--- src/sv/gmp_pkg.sv ---
`timescale 1ns / 1ps
`default_nettype none
// ----------------------------------------------------------------------------
// Grid maximum path sum: shared package
// Field widths, register indexes, controller states and the command and
// status groups that pass between the controller and the datapath.
// ----------------------------------------------------------------------------
package gmp_pkg;

  localparam int CELL_W     = 11;
  localparam int TOTAL_W    = 16;
  localparam int CFG_IDX_W  = 1;
  localparam int CFG_DATA_W = 5;
  localparam int CELL_MAG   = 1024;
  localparam int OBSTACLE   = -1;
  localparam int TOTAL_MAX  = 32767;
  localparam int TOTAL_MIN  = -32768;

  localparam logic [CFG_DATA_W-1:0] DIM_RESET = 5'd16;

  localparam logic KIND_TOTAL = 1'b0;
  localparam logic KIND_MOVE  = 1'b1;

  typedef enum logic [CFG_IDX_W-1:0] {
    REG_GRID_ROWS = 1'b0,
    REG_GRID_COLS = 1'b1
  } cfg_reg_e;

  typedef enum logic [3:0] {
    ST_LOAD,
    ST_RC_INIT,
    ST_RC_RUN,
    ST_SW_RD,
    ST_SW_WR,
    ST_TOT_RD,
    ST_TOT_EMIT,
    ST_PATH_RD,
    ST_PATH_EMIT
  } gmp_state_e;

  typedef struct packed {
    logic cell_wr;
    logic load_clear;
    logic rc_init;
    logic rc_step;
    logic sw_start;
    logic sw_read;
    logic sw_write;
    logic tot_read;
    logic tot_emit;
    logic path_read;
    logic path_emit;
  } gmp_cmd_t;

  typedef struct packed {
    logic slot_free;
    logic rc_done;
    logic sweep_done;
    logic single_cell;
    logic path_last;
  } gmp_status_t;

endpackage
`default_nettype wire

--- src/sv/gmp_ctrl.sv ---
`timescale 1ns / 1ps
`default_nettype none
// ----------------------------------------------------------------------------
// Grid maximum path sum: controller
// Sequences the load, the sweep from the bottom-right corner, the total and
// the path walk, and reindexes the load position after a register write.
// ----------------------------------------------------------------------------
module gmp_ctrl import gmp_pkg::*; (
  input  wire logic        clk_i,
  input  wire logic        rst_ni,
  input  wire logic        in_valid_i,
  input  wire logic        in_last_i,
  input  wire logic        cfg_we_i,
  input  wire gmp_status_t status_i,
  output logic             in_ready_o,
  output gmp_cmd_t         cmd_o
);

  gmp_state_e state_q, state_d;

  always_ff @(posedge clk_i or negedge rst_ni) begin
    if (!rst_ni) begin
      state_q <= ST_LOAD;
    end else begin
      state_q <= state_d;
    end
  end

  always_comb begin
    state_d = state_q;
    unique case (state_q)
      ST_LOAD: begin
        if (in_valid_i && in_last_i) begin
          state_d = ST_SW_RD;
        end else if (cfg_we_i) begin
          state_d = ST_RC_INIT;
        end
      end
      ST_RC_INIT: begin
        state_d = cfg_we_i ? ST_RC_INIT : ST_RC_RUN;
      end
      ST_RC_RUN: begin
        if (cfg_we_i) begin
          state_d = ST_RC_INIT;
        end else if (status_i.rc_done) begin
          state_d = ST_LOAD;
        end
      end
      ST_SW_RD: begin
        state_d = ST_SW_WR;
      end
      ST_SW_WR: begin
        state_d = status_i.sweep_done ? ST_TOT_RD : ST_SW_RD;
      end
      ST_TOT_RD: begin
        state_d = ST_TOT_EMIT;
      end
      ST_TOT_EMIT: begin
        if (status_i.slot_free) begin
          state_d = status_i.single_cell ? ST_LOAD : ST_PATH_RD;
        end
      end
      ST_PATH_RD: begin
        state_d = ST_PATH_EMIT;
      end
      ST_PATH_EMIT: begin
        if (status_i.slot_free) begin
          state_d = status_i.path_last ? ST_LOAD : ST_PATH_RD;
        end
      end
      default: begin
        state_d = ST_LOAD;
      end
    endcase
  end

  always_comb begin
    cmd_o      = '0;
    in_ready_o = 1'b0;
    unique case (state_q)
      ST_LOAD: begin
        in_ready_o     = 1'b1;
        cmd_o.cell_wr  = in_valid_i;
        cmd_o.sw_start = in_valid_i && in_last_i;
      end
      ST_RC_INIT: begin
        cmd_o.rc_init = 1'b1;
      end
      ST_RC_RUN: begin
        cmd_o.rc_step = 1'b1;
      end
      ST_SW_RD: begin
        cmd_o.sw_read = 1'b1;
      end
      ST_SW_WR: begin
        cmd_o.sw_write = 1'b1;
      end
      ST_TOT_RD: begin
        cmd_o.tot_read = 1'b1;
      end
      ST_TOT_EMIT: begin
        cmd_o.tot_emit   = status_i.slot_free;
        cmd_o.load_clear = status_i.slot_free && status_i.single_cell;
      end
      ST_PATH_RD: begin
        cmd_o.path_read = 1'b1;
      end
      ST_PATH_EMIT: begin
        cmd_o.path_emit  = status_i.slot_free;
        cmd_o.load_clear = status_i.slot_free && status_i.path_last;
      end
      default: begin
        cmd_o = '0;
      end
    endcase
  end

  // A last cell always starts the sweep on the following cycle.
  a_last_starts_sweep: assert property (@(posedge clk_i) disable iff (!rst_ni)
    (state_q == ST_LOAD && in_valid_i && in_last_i) |=> state_q == ST_SW_RD)
    else $error("last cell did not start the sweep");

  // Memory reads and result loads never overlap.
  a_one_action: assert property (@(posedge clk_i) disable iff (!rst_ni)
    $onehot0({cmd_o.sw_read, cmd_o.sw_write, cmd_o.tot_read, cmd_o.tot_emit,
              cmd_o.path_read, cmd_o.path_emit}))
    else $error("controller issued overlapping commands");

endmodule
`default_nettype wire

--- config.mk ---
export PLATFORM = sky130hd
export DESIGN_NAME = gmp_ctrl
export DESIGN_NICKNAME = d
export VERILOG_FILES = /design/src/sv/gmp_pkg.sv /design/src/sv/gmp_ctrl.sv
export SDC_FILE = /design/constraint.sdc
export NUM_CORES = 1
export LEC_CHECK = 0
export ABC_AREA = 1
export BUFFER_PORTS_ARGS = -buffer_cell sky130_fd_sc_hd__buf_2
export CELL_PAD_IN_SITES_DETAIL_PLACEMENT = 0
export CELL_PAD_IN_SITES_GLOBAL_PLACEMENT = 1
export CORE_MARGIN = 2
export CORE_UTILIZATION = 29
export CTS_CLUSTER_SIZE = 8
export DETAILED_ROUTE_END_ITERATION = 8
export GPL_TIMING_DRIVEN = 0
export HOLD_SLACK_MARGIN = 0.08
export PLACE_DENSITY_LB_ADDON = 0.15
export SKIP_LAST_GASP = 1
export SLEW_MARGIN = 20
export SYNTH_ARGS = -nofsm -noshare
export SYNTH_HDL_FRONTEND = slang
export SYNTH_SLANG_ARGS = --single-unit
--- constraint.sdc ---
create_clock -name clk_i -period 3.5 [get_ports clk_i]
set_clock_uncertainty 0.15 [all_clocks]
set_input_delay 0.7 -clock clk_i [delete_from_list [all_inputs] [get_ports clk_i]]
set_output_delay 0.7 -clock clk_i [all_outputs]
set_load 0.1 [all_outputs]
* After elaboration in Yosys (flattened, before gate mapping)
Cells that the tools add are included.
** Cells by class
- Bitwise gates (word level) :: 0
- $mul :: 0
- Divide/modulo/power cells :: 0
- Reductions and logical operators :: 5
- Add/subtract/negate cells :: 0
- Shifts and indexed selects :: 0
- $lt $le $gt $ge :: 0
- Multiplexer cells :: 23
- Eq/ne operators :: 12
** Operator list (number)
- 4-bit one-hot mux with 9 select lines :: 1
- 4-bit two-way mux :: 6
- 4-bit by 3-bit == test with 1-bit output (second input constant) :: 4
- 1-bit two-way mux :: 11
- 3-bit two-way mux :: 3
- 4-bit by 2-bit == test with 1-bit output (second input constant) :: 2
- 3-bit inequality test (second input constant) :: 2
- 4-bit by 1-bit == test with 1-bit output (second input constant) :: 1
- 4-bit == test (second input constant) :: 1
- 4-bit zero test :: 1
- 2-bit inequality test (second input constant) :: 2
- 4-bit AND reduction :: 1
- 1-bit logical AND :: 3
- 2-bit two-way mux :: 1
- 1-bit one-hot mux with 2 select lines :: 1
** Storage, ports and cells
- Word-level logic and storage cells :: 41
- RAM bits :: 0
- ROM bits :: 0
- Register bits after elaboration :: 4
- Input bits :: 10
- Bits in latches :: 0
- Memories kept :: 0
- Output and inout port bits :: 12

* Longest topological paths before layout
- Depth in word-level cells :: 3
- Gate-level depth with buffers :: 9

* Worst setup path after synthesis
No wires, ideal clock.
- Path kind :: input to output
- Start :: input status_i[4] (netlist name)
- End :: output cmd_o[9] (netlist name)
- Path buffers :: 0
- Required time :: 2.650 ns
- Arrival time :: 2.958 ns
- Path slack :: -0.308 ns
- Stages on the path :: 4
- Cell sequence :: inv_1 -> nor2_1 -> o21ai_0 -> inv_1
** RTL lines
- start: declaration :: RTL line gmp_ctrl.sv:14 : input wire gmp_status_t status_i,
- end: declaration :: RTL line gmp_ctrl.sv:16 : output gmp_cmd_t cmd_o

==> metrics.csv <==
metric;value;unit
globalRouteTotalUtil;13.3;%
clk_transition_reported_paths;40;ps
largest-register;state_q;
grt_pass1_wl;1810;µm
worst_setup_path_startpoint;state_q[0];
slew_headroom;67.9;%
final_hold_vio_count;0;
first_global_vias;438;
core.rowCount;13;
detail_route.first_pass.iterations;3;
floorplan.die_area;0.00182;mm²
finalSetupTns;0;ps
largest_register_ff_count;4;
clock_tree_from_tritoncts;built;
worst_skew_pair.late_latency;240;ps
finalCriticalPeriod;2580;ps
gp_routability_congestion;0.742;
postSynthAreaPerCell;5.57;µm²
cts_inserted_buffers;3;
design.final.nets;114;
antenna_left;0;
gr-total-overflow;0;
remaining_drc_errors;0;
num_antenna_cells;0;
synthDistinctLibCells;14;
postRouteWirelength;1050;µm
fmax;388;MHz
cts.htree.levels;1;
initial_core_util;32.2;%
routedWlPerCell;8.93;µm
worstMarginPinSlew;485;ps
hold_buffers;0;
arrival;1730;ps
max-cap-violations;0;
dieWidth;42.7;µm
floorplan.core_area;0.00135;mm²
layout_worst_path_cycle_share;73.7;%
cp-start-kind;register;
numClockSinks;4;
worst_r2r_path_depth;6;
synth.ff_latch_count;4;
cts.root.buffer_cell;sky130_fd_sc_hd__clkbuf_4;
crit_path_max_fanout;6;
placement.io_buffers;21;
critical_path.reg2reg.endpoint;state_q[2];
timing.rr.start;state_q[0];
post_route_cells_drive_above_1_share;40.2;%
synth_nets;88;
die_y;42.7;µm
fill_cells;160;
grt_setup_unrepaired;false;
timing.final.setup_violations;0;
avgViaCountPerCell;4.29;
dr_total_vias;502;
syn2layout_area_growth;34.3;%
synthCells;78;
sequential_cell_area_fraction_in_the_yosys_report;23.1;%
post-cts-setup-buffer-count;0;
crit_end_category;primary output;
max-clock-path-buffers;2;
ports_placed_on_the_boundary;22;
fin_worst_hold_slack;105;ps
antenna_found_initial;0;
synth.cell_area;434;µm²
hold_crit_class;input pin to async pin;
maximum_number_of_pins_on_one_net_before_global_route_repair;7;
reg.largest.list;state_q (4);
outcome;finished, final reports clean;
criticalPathCategory;register to primary output;
timing.critical_path.required;2650;ps
r2r_setup_slack;2010;ps
ctsResizeCount;0;
finalMaxSlewViolations;0;
synth_warnings;0;
hpwl;896;µm
cp-endpoint;cmd_o[9];
first_iter_violations;5;
-- critical path, stage by stage (launching register included) --
cell	delay, ps
sky130_fd_sc_hd__dfrtp_1	420
sky130_fd_sc_hd__nor2_2	290
sky130_fd_sc_hd__nand2_2	130
sky130_fd_sc_hd__nor2_2	100
sky130_fd_sc_hd__o21ai_0	90
sky130_fd_sc_hd__inv_1	50
sky130_fd_sc_hd__buf_2	410
-- stage by stage --
step | std cells | utilization [%] | cell area, µm² | worst slack (ps)
floorplan | 78 | - | 437 | 48.6
global placement | 114 | 41.5 | 561 | 1090
detailed placement | 114 | 41.5 | 561 | 1060
CTS | 117 | 43.2 | 583 | 914
global route | 117 | 43.2 | 583 | 715
finish | 117 | 43.2 | 583 | 920
-- cells in the mapped netlist, drive strengths merged --
| master | number | share of area [%] |
|---|---|---|
| nor3 | 3 | 3.5 |
| dfrtp | 4 | 23 |
| o21bai | 1 | 1.7 |
| clkinv | 1 | 0.86 |
| nand2 | 25 | 24 |
| inv | 17 | 15 |
| nor2 | 16 | 17 |
| o21ai | 3 | 3.5 |
| nand3 | 8 | 12 |
-- worst min path at each step --
stage | endpoint | slack, ps | cells past startpoint
floorplan | state_q[0] | 250 | 0
global placement | state_q[3] | 360 | 1
detailed placement | state_q[3] | 360 | 1
CTS | state_q[1] | 100 | 1
global route | state_q[1] | 90 | 1
finish | state_q[1] | 100 | 1
-- cells in the final DEF, fill, tap and decap left out --
cell and n:
sky130_fd_sc_hd__buf_2 21, sky130_fd_sc_hd__dfrtp_1 4, sky130_fd_sc_hd__o21ai_1 1, sky130_fd_sc_hd__nand3_1 6
sky130_fd_sc_hd__o21bai_1 1, sky130_fd_sc_hd__inv_1 13, sky130_fd_sc_hd__nor2_1 10, sky130_fd_sc_hd__nand2_1 20
sky130_fd_sc_hd__nor3_1 3, sky130_fd_sc_hd__nand2_2 5, sky130_fd_sc_hd__o21ai_0 2, sky130_fd_sc_hd__clkinv_1 1
sky130_fd_sc_hd__clkbuf_4 3, sky130_fd_sc_hd__nor2_2 6, sky130_fd_sc_hd__nand3_2 2, sky130_fd_sc_hd__inv_2 4
-- layout make-up --
| type | instances | area, µm² | share of cell area (%) |
|---|---|---|---|
| clock buffers | 3 | 22.5 | 3.86 |
| inverters | 18 | 67.6 | 11.6 |
| multi-input cells | 56 | 269 | 46.1 |
| flip-flops and latches | 4 | 100 | 17.2 |
| well taps | 15 | 18.8 | 3.22 |
| repair buffers | 21 | 105 | 18.0 |
-- cell families after synthesis --
family / share of synthesized area (%)
buf+inv: 15.6
compound gates: 5.19
simple gates: 56.2
flops: 23.1
-- routing by layer --
layer | global-route usage [%] | vias up | share of wire (%)
li1 | - | 284 | -
met1 | 17.9 | 207 | 50
met2 | 19.7 | 9 | 45
met3 | 2.55 | 2 | 3.1
met4 | 7.50 | 0 | 1.6
met5 | 0 | - | 0
Power is left out: the tool's default activity adds up to more than one toggle a clock period on the data nets, which glitch-free logic cannot reach.
